### config.mk
export PLATFORM = sky130hd
export DESIGN_NAME = gamepad_frame_deframer_crc16
export DESIGN_NICKNAME = d
export VERILOG_FILES = /design/src/rtl/core/gfd_pkg.sv /design/src/rtl/core/gfd_crc_step.sv /design/src/rtl/core/gfd_frame_parse.sv /design/src/rtl/core/gfd_out_skid.sv /design/src/rtl/core/gamepad_frame_deframer_crc16.sv
export VERILOG_INCLUDE_DIRS = /design/src /design/src/rtl/core
export SDC_FILE = /design/constraint.sdc
export NUM_CORES = 1
export LEC_CHECK = 0
export BUFFER_PORTS_ARGS = -buffer_cell sky130_fd_sc_hd__buf_2
export CAP_MARGIN = 20
export CORE_UTILIZATION = 65
export DETAILED_ROUTE_END_ITERATION = 7
export PLACE_DENSITY = 0.87
export SLEW_MARGIN = 20
export SYNTH_ARGS = -nofsm -noshare
export SYNTH_HDL_FRONTEND = slang
export SYNTH_HIERARCHICAL = 1
export SYNTH_SLANG_ARGS = --single-unit
### constraint.sdc
create_clock -name clk -period 21.1 [get_ports clk]
set_input_delay 2.11 -clock clk [delete_from_list [all_inputs] [get_ports clk]]
set_output_delay 2.11 -clock clk [all_outputs]
set_load 0.02 [all_outputs]
### src/rtl/core/gamepad_frame_deframer_crc16_assert.svh
// ----------------------------------------------------------------------------
// gamepad_frame_deframer_crc16 assertion macros
// Shared concurrent assertion forms, clocked on clk, disabled during reset.
// ----------------------------------------------------------------------------
`ifndef GAMEPAD_FRAME_DEFRAMER_CRC16_ASSERT_SVH
`define GAMEPAD_FRAME_DEFRAMER_CRC16_ASSERT_SVH

// same-cycle implication
`define GFD_ASSERT_SAME(lbl, ante, cons, msg) \
  lbl: assert property (@(posedge clk) disable iff (!rst_n) (ante) |-> (cons)) \
    else $error(msg);

// next-cycle implication
`define GFD_ASSERT_NEXT(lbl, ante, cons, msg) \
  lbl: assert property (@(posedge clk) disable iff (!rst_n) (ante) |=> (cons)) \
    else $error(msg);

`endif

### src/rtl/core/gfd_pkg.sv
// ----------------------------------------------------------------------------
// gfd_pkg
// Shared constants and types for the gamepad frame deframer.
// ----------------------------------------------------------------------------
package gfd_pkg;

  localparam int MAX_FRAME_BYTES = 16;
  localparam int MIN_FRAME_BYTES = 13;
  localparam int POS_W           = $clog2(MAX_FRAME_BYTES);
  localparam int LEN_W           = $clog2(MAX_FRAME_BYTES + 1);

  // frame byte positions
  localparam int LAST_CRC_BYTE   = 10;
  localparam int CRC_HI_BYTE     = 11;
  localparam int CRC_LO_BYTE     = 12;

  // item kinds
  localparam logic OP_BYTE = 1'b0;
  localparam logic OP_TICK = 1'b1;

  // configuration register indexes
  localparam int CFG_ADDR_W = 2;
  localparam int CFG_DATA_W = 16;
  localparam logic [CFG_ADDR_W-1:0] REG_IDLE_TIMEOUT = 2'd0;
  localparam logic [CFG_ADDR_W-1:0] REG_START_BYTE   = 2'd1;
  localparam logic [CFG_ADDR_W-1:0] REG_FRAME_LENGTH = 2'd2;

  localparam logic [15:0] IDLE_TIMEOUT_RST = 16'd50;
  localparam logic [7:0]  START_BYTE_RST   = 8'h0A;
  localparam logic [4:0]  FRAME_LENGTH_RST = 5'd15;

  localparam logic [15:0] CRC_INIT = 16'hFFFF;
  localparam logic [15:0] CRC_POLY = 16'h1021;
  localparam logic [15:0] IDLE_SAT = 16'hFFFF;

  localparam int OUT_TDATA_W = 104;

  // result item, first field in the highest bits
  typedef struct packed {
    logic [7:0]         right_trigger;
    logic [7:0]         left_trigger;
    logic [7:0]         buttons_second;
    logic signed [15:0] right_y;
    logic signed [15:0] right_x;
    logic signed [15:0] left_y;
    logic signed [15:0] left_x;
    logic [7:0]         buttons_first;
    logic               crc_ok;
  } result_t;

  localparam int RESULT_W = $bits(result_t);

endpackage

### src/rtl/core/gfd_crc_step.sv
// ----------------------------------------------------------------------------
// gfd_crc_step
// One byte of CRC-16/CCITT-FALSE, msb first, unrolled over the eight bits.
// ----------------------------------------------------------------------------
module gfd_crc_step (
  input  logic [15:0] crc_in,
  input  logic [7:0]  data_in,
  output logic [15:0] crc_out
);

  always_comb begin
    logic [15:0] c;
    c = crc_in ^ {data_in, 8'h00};
    for (int k = 0; k < 8; k++) begin
      if (c[15]) begin
        c = {c[14:0], 1'b0} ^ gfd_pkg::CRC_POLY;
      end else begin
        c = {c[14:0], 1'b0};
      end
    end
    crc_out = c;
  end

endmodule

### src/rtl/core/gfd_frame_parse.sv
// ----------------------------------------------------------------------------
// gfd_frame_parse
// Idle timer, frame collection, CRC check and field unpacking, one item
// per cycle.
// ----------------------------------------------------------------------------
`include "gamepad_frame_deframer_crc16_assert.svh"

module gfd_frame_parse (
  input  logic                                clk,
  input  logic                                rst_n,
  input  logic                                cfg_we,
  input  logic [gfd_pkg::CFG_ADDR_W-1:0]      cfg_addr,
  input  logic [gfd_pkg::CFG_DATA_W-1:0]      cfg_wdata,
  input  logic                                item_valid,
  input  logic                                item_op,
  input  logic [7:0]                          item_byte,
  output logic                                res_valid,
  output gfd_pkg::result_t                    res
);

  logic [15:0]                   idle_timeout_r;
  logic [7:0]                    start_byte_r;
  logic [4:0]                    frame_length_r;

  logic [gfd_pkg::POS_W-1:0]     pos_r, pos_nxt;
  logic [15:0]                   idle_r, idle_nxt;
  logic [15:0]                   crc_r, crc_nxt;
  logic [63:0]                   sticks_r, sticks_nxt;
  logic [31:0]                   btn_r, btn_nxt;
  logic [7:0]                    store_r [gfd_pkg::MAX_FRAME_BYTES];

  logic [gfd_pkg::LEN_W-1:0]     len_eff;
  logic [gfd_pkg::POS_W-1:0]     pos_start;
  logic [gfd_pkg::POS_W-1:0]     pos_eff;
  logic [gfd_pkg::LEN_W-1:0]     pos_inc;
  logic                          byte_go;
  logic                          discard;
  logic                          done;
  logic                          crc_ok;
  logic                          store_we;
  logic [15:0]                   crc_step;
  logic [7:0]                    fb [gfd_pkg::CRC_LO_BYTE + 1];

  // configuration
  always_ff @(posedge clk) begin
    if (!rst_n) begin
      idle_timeout_r <= gfd_pkg::IDLE_TIMEOUT_RST;
      start_byte_r   <= gfd_pkg::START_BYTE_RST;
      frame_length_r <= gfd_pkg::FRAME_LENGTH_RST;
    end else if (cfg_we) begin
      case (cfg_addr)
        gfd_pkg::REG_IDLE_TIMEOUT: idle_timeout_r <= cfg_wdata;
        gfd_pkg::REG_START_BYTE:   start_byte_r   <= cfg_wdata[7:0];
        gfd_pkg::REG_FRAME_LENGTH: frame_length_r <= cfg_wdata[4:0];
        default: ;
      endcase
    end
  end

  gfd_crc_step u_crc (
    .crc_in  (crc_r),
    .data_in (item_byte),
    .crc_out (crc_step)
  );

  always_comb begin
    if (gfd_pkg::LEN_W'(frame_length_r) < gfd_pkg::LEN_W'(gfd_pkg::MIN_FRAME_BYTES)) begin
      len_eff = gfd_pkg::LEN_W'(gfd_pkg::MIN_FRAME_BYTES);
    end else if (gfd_pkg::LEN_W'(frame_length_r) >
                 gfd_pkg::LEN_W'(gfd_pkg::MAX_FRAME_BYTES)) begin
      len_eff = gfd_pkg::LEN_W'(gfd_pkg::MAX_FRAME_BYTES);
    end else begin
      len_eff = gfd_pkg::LEN_W'(frame_length_r);
    end
  end

  always_comb begin
    byte_go   = item_valid && (item_op == gfd_pkg::OP_BYTE);
    // long silence restarts the frame
    pos_start = (idle_r > idle_timeout_r) ? '0 : pos_r;
    discard   = (pos_start == '0) && (item_byte != start_byte_r);
    // length shrunk under a partial frame: fall back to position zero
    pos_eff   = (gfd_pkg::LEN_W'(pos_start) >= len_eff) ? '0 : pos_start;
    pos_inc   = gfd_pkg::LEN_W'(pos_eff) + gfd_pkg::LEN_W'(1);
    done      = (pos_inc >= len_eff);
    store_we  = byte_go && !discard;

    if (pos_eff == '0) begin
      crc_nxt = gfd_pkg::CRC_INIT;
    end else if (gfd_pkg::LEN_W'(pos_eff) <= gfd_pkg::LEN_W'(gfd_pkg::LAST_CRC_BYTE)) begin
      crc_nxt = crc_step;
    end else begin
      crc_nxt = crc_r;
    end

    // frame bytes with the byte now arriving bypassed in
    for (int k = 0; k <= gfd_pkg::CRC_LO_BYTE; k++) begin
      fb[k] = (pos_eff == gfd_pkg::POS_W'(k)) ? item_byte : store_r[k];
    end

    crc_ok = (crc_nxt == {fb[gfd_pkg::CRC_HI_BYTE], fb[gfd_pkg::CRC_LO_BYTE]});

    if (crc_ok) begin
      sticks_nxt = {fb[8], fb[9], fb[6], fb[7], fb[4], fb[5], fb[2], fb[3]};
      btn_nxt    = {fb[12], fb[11], fb[10], fb[1]};
    end else begin
      sticks_nxt = sticks_r;
      btn_nxt    = btn_r;
    end

    if (item_valid && (item_op == gfd_pkg::OP_TICK)) begin
      idle_nxt = (idle_r == gfd_pkg::IDLE_SAT) ? idle_r : idle_r + 16'd1;
    end else if (byte_go) begin
      idle_nxt = '0;
    end else begin
      idle_nxt = idle_r;
    end

    if (store_we) begin
      pos_nxt = done ? '0 : pos_inc[gfd_pkg::POS_W-1:0];
    end else if (byte_go) begin
      pos_nxt = pos_start;
    end else begin
      pos_nxt = pos_r;
    end
  end

  always_ff @(posedge clk) begin
    if (!rst_n) begin
      pos_r    <= '0;
      idle_r   <= gfd_pkg::IDLE_SAT;
      crc_r    <= gfd_pkg::CRC_INIT;
      sticks_r <= '0;
      btn_r    <= '0;
    end else begin
      pos_r  <= pos_nxt;
      idle_r <= idle_nxt;
      if (store_we) begin
        crc_r <= crc_nxt;
      end
      if (store_we && done) begin
        sticks_r <= sticks_nxt;
        btn_r    <= btn_nxt;
      end
    end
  end

  always_ff @(posedge clk) begin
    if (store_we) begin
      store_r[pos_eff] <= item_byte;
    end
  end

  always_comb begin
    res_valid          = store_we && done;
    res.crc_ok         = crc_ok;
    res.buttons_first  = btn_nxt[7:0];
    res.left_x         = sticks_nxt[15:0];
    res.left_y         = sticks_nxt[31:16];
    res.right_x        = sticks_nxt[47:32];
    res.right_y        = sticks_nxt[63:48];
    res.buttons_second = btn_nxt[15:8];
    res.left_trigger   = btn_nxt[23:16];
    res.right_trigger  = btn_nxt[31:24];
  end

  `GFD_ASSERT_NEXT(a_frame_end_rewinds, res_valid, pos_r == '0, "position not rewound after frame")
  `GFD_ASSERT_NEXT(a_byte_clears_idle, byte_go, idle_r == '0, "idle count not cleared by byte")
  `GFD_ASSERT_NEXT(a_idle_saturates, item_valid && (item_op == gfd_pkg::OP_TICK) && (idle_r == gfd_pkg::IDLE_SAT), idle_r == gfd_pkg::IDLE_SAT, "idle count wrapped")
  `GFD_ASSERT_NEXT(a_bad_crc_holds, res_valid && !res.crc_ok, $stable(sticks_r) && $stable(btn_r), "last good fields changed on CRC error")

endmodule

### src/rtl/core/gfd_out_skid.sv
// ----------------------------------------------------------------------------
// gfd_out_skid
// Result register with a skid stage; ready towards the parser is registered.
// ----------------------------------------------------------------------------
`include "gamepad_frame_deframer_crc16_assert.svh"

module gfd_out_skid (
  input  logic             clk,
  input  logic             rst_n,
  input  logic             push,
  input  gfd_pkg::result_t push_data,
  output logic             space,
  output logic             out_valid,
  input  logic             out_ready,
  output gfd_pkg::result_t out_data
);

  logic             main_valid_r, main_valid_nxt;
  logic             skid_valid_r, skid_valid_nxt;
  gfd_pkg::result_t main_r, main_nxt;
  gfd_pkg::result_t skid_r, skid_nxt;
  logic             main_free;

  always_comb begin
    main_free      = !main_valid_r || out_ready;
    main_valid_nxt = main_valid_r;
    main_nxt       = main_r;
    skid_valid_nxt = skid_valid_r;
    skid_nxt       = skid_r;
    if (main_free) begin
      if (skid_valid_r) begin
        main_valid_nxt = 1'b1;
        main_nxt       = skid_r;
        skid_valid_nxt = 1'b0;
      end else if (push) begin
        main_valid_nxt = 1'b1;
        main_nxt       = push_data;
      end else begin
        main_valid_nxt = 1'b0;
      end
    end else if (push) begin
      // receiver stalled: park the transfer
      skid_valid_nxt = 1'b1;
      skid_nxt       = push_data;
    end
  end

  always_ff @(posedge clk) begin
    if (!rst_n) begin
      main_valid_r <= 1'b0;
      skid_valid_r <= 1'b0;
    end else begin
      main_valid_r <= main_valid_nxt;
      skid_valid_r <= skid_valid_nxt;
    end
  end

  always_ff @(posedge clk) begin
    main_r <= main_nxt;
    skid_r <= skid_nxt;
  end

  assign space     = !skid_valid_r;
  assign out_valid = main_valid_r;
  assign out_data  = main_r;

  `GFD_ASSERT_SAME(a_skid_behind_main, skid_valid_r, main_valid_r, "skid holds data while output empty")
  `GFD_ASSERT_SAME(a_no_push_when_full, push, !skid_valid_r, "result pushed into full buffer")
  `GFD_ASSERT_NEXT(a_stall_parks, push && main_valid_r && !out_ready, skid_valid_r, "stalled result not parked")

endmodule

### src/rtl/core/gamepad_frame_deframer_crc16.sv
// ----------------------------------------------------------------------------
// gamepad_frame_deframer_crc16
// Gamepad serial frame deframer with CRC-16/CCITT-FALSE check.
// ----------------------------------------------------------------------------
// Input stream: in_tuser = 0 carries a received byte in in_tdata, in_tuser = 1
// is a one millisecond tick. One transfer is taken every cycle while in_tready
// is high. A byte after more than idle_timeout_ms ticks restarts the frame;
// frames open with start_byte and end after frame_length bytes (13..16).
// Output stream: one transfer per completed frame carrying crc_ok and the
// unpacked fields; on a CRC error the last good fields are repeated.
// The result of a frame's last byte goes straight into the result register,
// or the skid entry on a stall. Throughput: one item per cycle while in_tready
// is high, set by the single bytewise CRC step and field capture.
// Stall: a result register plus one skid entry; in_tready drops only when
// both are full, and returns the cycle after the receiver takes a transfer.
// Reset (synchronous, rst_n low): registers back to their defaults, position
// zero, idle count saturated, last good fields zero, output empty.
// Configuration: cfg_we writes register cfg_addr (0 idle timeout, 1 start
// byte, 2 frame length) at the clock edge; write only while idle.
// ----------------------------------------------------------------------------
module gamepad_frame_deframer_crc16 (
  input  logic                               clk,
  input  logic                               rst_n,
  input  logic                               cfg_we,
  input  logic [gfd_pkg::CFG_ADDR_W-1:0]     cfg_addr,
  input  logic [gfd_pkg::CFG_DATA_W-1:0]     cfg_wdata,
  input  logic                               in_tvalid,
  output logic                               in_tready,
  input  logic [7:0]                         in_tdata,   // [7:0] data_byte
  input  logic                               in_tuser,   // [0] op
  output logic                               out_tvalid,
  input  logic                               out_tready,
  // [0] crc_ok, [8:1] buttons_first, [24:9] left_x, [40:25] left_y,
  // [56:41] right_x, [72:57] right_y, [80:73] buttons_second,
  // [88:81] left_trigger, [96:89] right_trigger, [103:97] zero
  output logic [gfd_pkg::OUT_TDATA_W-1:0]    out_tdata
);

  logic             item_valid;
  logic             res_valid;
  logic             space;
  gfd_pkg::result_t res;
  gfd_pkg::result_t out_res;

  assign in_tready  = space;
  assign item_valid = in_tvalid && in_tready;

  gfd_frame_parse u_parse (
    .clk        (clk),
    .rst_n      (rst_n),
    .cfg_we     (cfg_we),
    .cfg_addr   (cfg_addr),
    .cfg_wdata  (cfg_wdata),
    .item_valid (item_valid),
    .item_op    (in_tuser),
    .item_byte  (in_tdata),
    .res_valid  (res_valid),
    .res        (res)
  );

  gfd_out_skid u_out (
    .clk       (clk),
    .rst_n     (rst_n),
    .push      (res_valid),
    .push_data (res),
    .space     (space),
    .out_valid (out_tvalid),
    .out_ready (out_tready),
    .out_data  (out_res)
  );

  assign out_tdata = {(gfd_pkg::OUT_TDATA_W - gfd_pkg::RESULT_W)'(0), out_res};

endmodule
* After elaboration in Yosys (flattened, before gate mapping) *
Memory sizes are Yosys's and may differ from the RTL's.
Cells that the tools add are included.

cells by class
  equality and inequality tests = 18
  $mul = 0
  reduce and logical (&&, ||, !) cells = 23
  div/mod/pow operators = 0
  shifts and indexed selects = 0
  bitwise operators = 12
  $lt $le $gt $ge = 6
  add/sub/neg operators = 2
  muxes and demuxes = 40

operators with widths
  cell                     count
  $mux W97                 2
  $mux W13                 8
  $mux W8                  12
  $mux W16                 5
  $mux W64                 1
  $mux W32                 1
  $not A3 Y3               8
  $eq A4 B4 Y1 const B     5
  $mux W4                  5
  $add A16 B1 Y16 const B  1
  $eq A16 B16 Y1           1
  $eq A16 B16 Y1 const B   1
  $eq A4 B3 Y1 const B     4
  $gt A16 B16 Y1           1
  $xor A16 B16 Y16         1
  $reduce_and A2 Y1        6
  $mux W5                  2
  $eq A4 B2 Y1 const B     2
  $logic_not A4 Y1         2
  $ne A8 B8 Y1             1
  $logic_and A1 B1 Y1      6
  $reduce_bool A2 Y1       3
  $add A4 B1 Y5 const B    1
  $ge A4 B5 Y1             1
  other kinds (14)         21

storage, ports and cells
  latch bits = 0
  logic and storage cells = 130
  RAM bits = 128
  ROM bits = 0
  memories kept = 1
  output and inout port bits = 106
  bits in registers = 357

memory list
  name             words  bits a word  rd ports  clocked after Yosys merged registers in  write ports  line                   text
  u_parse.store_r  16     8            12        0                                        1            gfd_frame_parse.sv:30  logic [7:0] store_r [gfd_pkg::MAX_FRAME_BYTES];

* Longest topological paths before layout *
  depth after elaboration = 23
  mapped depth = 32

* Cells and area by module *
The synthesis kept the hierarchy.

by module, submodules not included
  module                        cells an instance  times used  seq. area each (um2)  area each (um2)
  gfd_frame_parse               1,320              1           6,105.9               13,464.2
  gfd_out_skid                  311                1           5,865.6               7,123.1
  gfd_crc_step                  25                 1           0.0                   395.4
  gamepad_frame_deframer_crc16  9                  1           0.0                   62.6

* Worst setup path before layout *
Ideal clock, no wire load.

  kind = register -> register
  from = register u_parse.idle_timeout_r[13]
  to = register u_out.main_r, in the netlist u_out/out_data[0] (enable)
  period minus slack after synthesis = 9.663 ns
  setup slack = 11.437 ns
  path buffers = 3
  data required time = 20.547 ns
  arrival time = 9.110 ns
  stages on the path, launching flop included = 28
  cell sequence = dfxtp_1 -> inv_1 -> ha_1 -> a21o_1 -> a21o_1 -> a2111o_1 -> o31ai_4 -> buf_2 -> clkbuf_1 -> nand2_1 -> ha_1 -> nand2b_1 -> o2111ai_1 -> a31oi_1 -> nor2_1 -> nand2_1 -> inv_1 -> ha_1 -> xnor2_1 -> ha_1 -> nor2b_1 -> o21ai_0 -> nand2b_1 -> a21oi_1 -> nor2_1 -> clkbuf_1 -> nor2_1 -> nor2_1

on the way
  word-level cells in the longest chain between the ends = 9
  elaborated cells on any way between the ends = 13
  those cells by class = add/sub (1); order compare (3); mux (2); reduce/logical (7)

RTL lines
  item                                                        line                                          text
  start: declaration                                          gfd_frame_parse.sv:21                         logic [15:0] idle_timeout_r;
  start signal: assignment                                    gfd_frame_parse.sv:47                         idle_timeout_r <= gfd_pkg::IDLE_TIMEOUT_RST;
  start signal: assignment                                    gfd_frame_parse.sv:52                         gfd_pkg::REG_IDLE_TIMEOUT: idle_timeout_r <= cfg_wdata;
  $gt A16 B16 Y1 *                                            gfd_frame_parse.sv:80                         pos_start = (idle_r > idle_timeout_r) ? '0 : pos_r;
  $mux W4 *                                                   gfd_frame_parse.sv:80
  $ge A4 B5 Y1 / $logic_not A4 Y1 (equally long branches)     gfd_frame_parse.sv:83, gfd_frame_parse.sv:81
  $mux W4 / $logic_and A1 B1 Y1 (equally long branches)       gfd_frame_parse.sv:83, gfd_frame_parse.sv:81
  $add A4 B1 Y5 / $logic_not A1 Y1 (equally long branches)    gfd_frame_parse.sv:84, gfd_frame_parse.sv:86
  $ge A5 B5 Y1 / $logic_and A1 B1 Y1 (equally long branches)  gfd_frame_parse.sv:85, gfd_frame_parse.sv:86
  $logic_and A1 B1 Y1 *                                       gfd_frame_parse.sv:155                        res_valid = store_we && done;
  net res_valid                                               gamepad_frame_deframer_crc16.sv:40            logic res_valid;
  $reduce_bool A2 Y1 (no source line) *                       --
  $reduce_and A2 Y1 (no source line) *                        --
  end signal: assignment                                      gfd_out_skid.sv:59                            main_r <= main_nxt;
  end: declaration                                            gfd_out_skid.sv:20                            gfd_pkg::result_t main_r, main_nxt;

Mark *: on every way through the listed nets, which the timed path passes. The rest lies on a longest branch.
A chain may end at the register's enable or synchronous reset.

==> metrics.yaml <==
layout:
  nets: 1815
  final_common_cell: "edfxtp_1"
  drive_gt1_share_pct: 27.8
  multi_input_area_um2: 8370
  seqCellArea_um2: 12000
  syn_to_final_growth_pct: 11.2
  fillCellCount: 2000
  layout_common_cells: "edfxtp_1 (290), nand2_1 (257), mux2_2 (256)"
  antenna_cells: 0
  stdcell_count: 2195
timing:
  rsz0062_at_grt: "false"
  fmax_ghz: 0.107
  clock_skew_ns: 0.0214
  setup_viol: 0
  tns_ns: 0
  period_share_pct: 44.2
  min_period_ns: 9.33
  tightest_slew_ns: 1.13
  slew_violations: 0
  max_slew_margin_pct: 24.1
  finalHoldViolCount: 0
synth:
  syn_inst: 1665
  avgSynthCellArea_um2: 12.6
  synthFlopType: "edfxtp_1"
  seq_area_frac_synth_pct: 56.9
  ys_ff_latch: 453
  synth_edf_count: 290
  synthTopCellsByArea: "edfxtp_1 (41%), dfxtp_1 (16%), mux2_2 (14%), mux2i_1 (6.1%), nand2_1 (4.6%)"
  synth_cell_type_count: 78
  yosys.area.top_type_share_pct: 41.4
  yosysTopAreaCell: "edfxtp_1"
  synthArstFlopShare_pct: 0
  ys.warnings.count: 6
  synth_area_um2: 21000
min_path:
  hold_path_class: "flop to flop"
clock_tree:
  cts_root_buf: "clkbuf_16"
  cts_sinks: 453
  post_cts_resized: 0
  cts_tree: "built"
  clkLatencyLatePin_ns: 0.56
  cts.hold.buffers_added: 0
  cts_buffer_depth: 3
  clk_pin_slew_ns: 0.06
  htree_levels: 2
  post_cts_buffers: 0
  numCtsBuffers: 47
routing:
  wl_met2_mm: 23.0
  vias: 13500
  wl_met3_mm: 2.61
  dr.pass1.iters: 5
  routed_wl_mm: 46.4
  ant_nets: 0
  via_per_inst: 6.17
  route.detailed.drc: 0
  topRoutingLayerUsed: "met4"
  first_iter_violations: 1022
  routedWlPerCell_um: 21.1
  wirelength_met1_mm: 19.6
place:
  place_congestion: 0.924
  hpwl_mm: 27.6
  placed_cells: 2107
  port_buffers: 130
worst_setup_path:
  critPathKind: "flop to flop"
  crit_path_max_fanout: 50
  cp_data_arrival_time_ns: 9.63
  required_ns: 21.40
  critPathLaunchType: "flop"
  endpoint_kind: "flop"
floorplan:
  fp.dieW_um: 182
  ios: 138
  row_count: 65
  floorplan.initialDensity_pct: 66.4
  core-area_um2: 31700
  die_height_um: 182
  die_area_um2: 33100
global_routing:
  grt_pass1_wl_mm: 73.2
  grt_pass1_vias: 13500
  track_usage_pct: 28.1
  grt_max_degree: 138
  overflow: 0
  antenna_found_initial: 0
power:
  leakagePower_nw: 9.43
  vdd.ir_drop.worst_mv: 0.0571
  powerDensity_nw_per_um2: 80.8
  fin_total_pwr_mw: 1.89
flow_run:
  max-cap-violations: 0
run_status:
  status: "finished clean"
## sequential cells by signal, indices dropped and copies added, names as in the netlist
name	cells
u_parse/sticks_r	64
u_parse/pos_r	4
u_parse/frame_length_r	5
u_out/skid_r	97
u_out/out_valid	1
u_out/skid_valid_r	1
u_parse/idle_timeout_r	16
u_out/out_data	97
u_parse/crc_r	16
u_parse/store_r	96
u_parse/btn_r	32
u_parse/start_byte_r	8
u_parse/idle_r	16
## per-layer routing
layer	GRT usage, %	up-vias
met2	47.4	492
met5	0	-
met4	9.58	0
li1	-	6216
met1	37.6	6738
met3	3.81	93
## where the power goes
group	switching, mW	internal, mW
Clock	0.344	0.529
Sequential	0.00530	0.940
Combinational	0.0473	0.0262
## path summary, 6_finish.rpt
| check | start | endpoint | slack, ns | depth (start not counted) |
|---|---|---|---|---|
| worst min register to register | u_parse/sticks_r[1] | u_parse/sticks_r[1] | 0.46 | 2 |
| worst min-delay path | u_parse/sticks_r[1] | u_parse/sticks_r[1] | 0.46 | 2 |
| worst max-delay path | u_parse/idle_timeout_r[13] | u_out/out_data[41] | 11.77 | 25 |
| worst max register to register | u_parse/idle_timeout_r[13] | u_out/out_data[41] | 11.77 | 25 |
## kinds of logic (layout without fill, tap and decap cells)
kind of cell | after synthesis | after routing | share of synthesized area, %
AND/OR/NAND/NOR | 428 | 428 | 9.12
flip-flops | 453 | 453 | 56.9
adder cells (fa/ha/maj) | 29 | 29 | 1.72
AO/OA/AOI/OAI | 151 | 151 | 5.06
buffers and inverters | 153 | 275 | 3.59
XOR/XNOR | 53 | 53 | 3.07
multiplexers | 397 | 397 | 20.5
other | 1 | 7 | 0.0178
## worst max-delay path: stages, from the launching register on
cell      delay [ns]
dfxtp_1         0.32
inv_1           0.04
ha_1            0.30
a21o_1          0.17
a21o_1          0.17
a2111o_1        0.48
o31ai_4         0.89
and2_1          0.29
ha_1            0.28
a21oi_1         0.21
a31oi_1         0.26
nor2_1          0.23
nand2_1         0.14
ha_1            0.25
inv_1           0.07
a21o_1          0.12
and3_1          0.46
nand2_1         0.52
and3_1          0.41
nor4_1          0.28
a211oi_1        0.08
a41oi_1         0.79
or3_4           0.75
buf_4           0.74
mux2_2          0.44
mux2_2          0.27
## cell type report
cell class	count	share of cell area [%]
clock buffer	64	5.65
clock inverter	24	1.39
inverter	46	0.738
multi-input combinational	1065	35.8
sequential	453	51.2
tap	402	2.15
timing repair buffer	141	3.16
## stage by stage
stage | worst slack (ns) | cell area [um2] | hold WS [ns] | utilization, %
floorplan | 11.44 | 21100 | 0.429 | -
global route | 11.30 | 23400 | 0.472 | 73.8
global placement | 12.32 | 21800 | 0.440 | 68.6
finish | 11.77 | 23400 | 0.458 | 73.8
CTS | 11.95 | 23400 | 0.458 | 73.8
detailed placement | 11.98 | 21800 | 0.449 | 68.6
## synthesized netlist by cell type (all sizes together) (3+ instances only)
library cell and count:
edfxtp 290, mux2 268, nand2 258, dfxtp 163
mux2i 128, clkbuf 60, buf 47, inv 46
nor2 43, o21ai 37, ha 29, xnor2 28
a21oi 25, nand3 23, nor3 18, a21boi 16
nor2b 16, xor2 16, nand4 15, o41ai 11
nor3b 10, o211ai 10, nand2b 9, and2 8
a31oi 7, nor4 7, and3 6, o22ai 5
o31ai 5, xnor3 5, a21o 4, a22oi 4
xor3 4, a211oi 3, a311oi 3, o31a 3
Power figures use the tool's default switching activity.
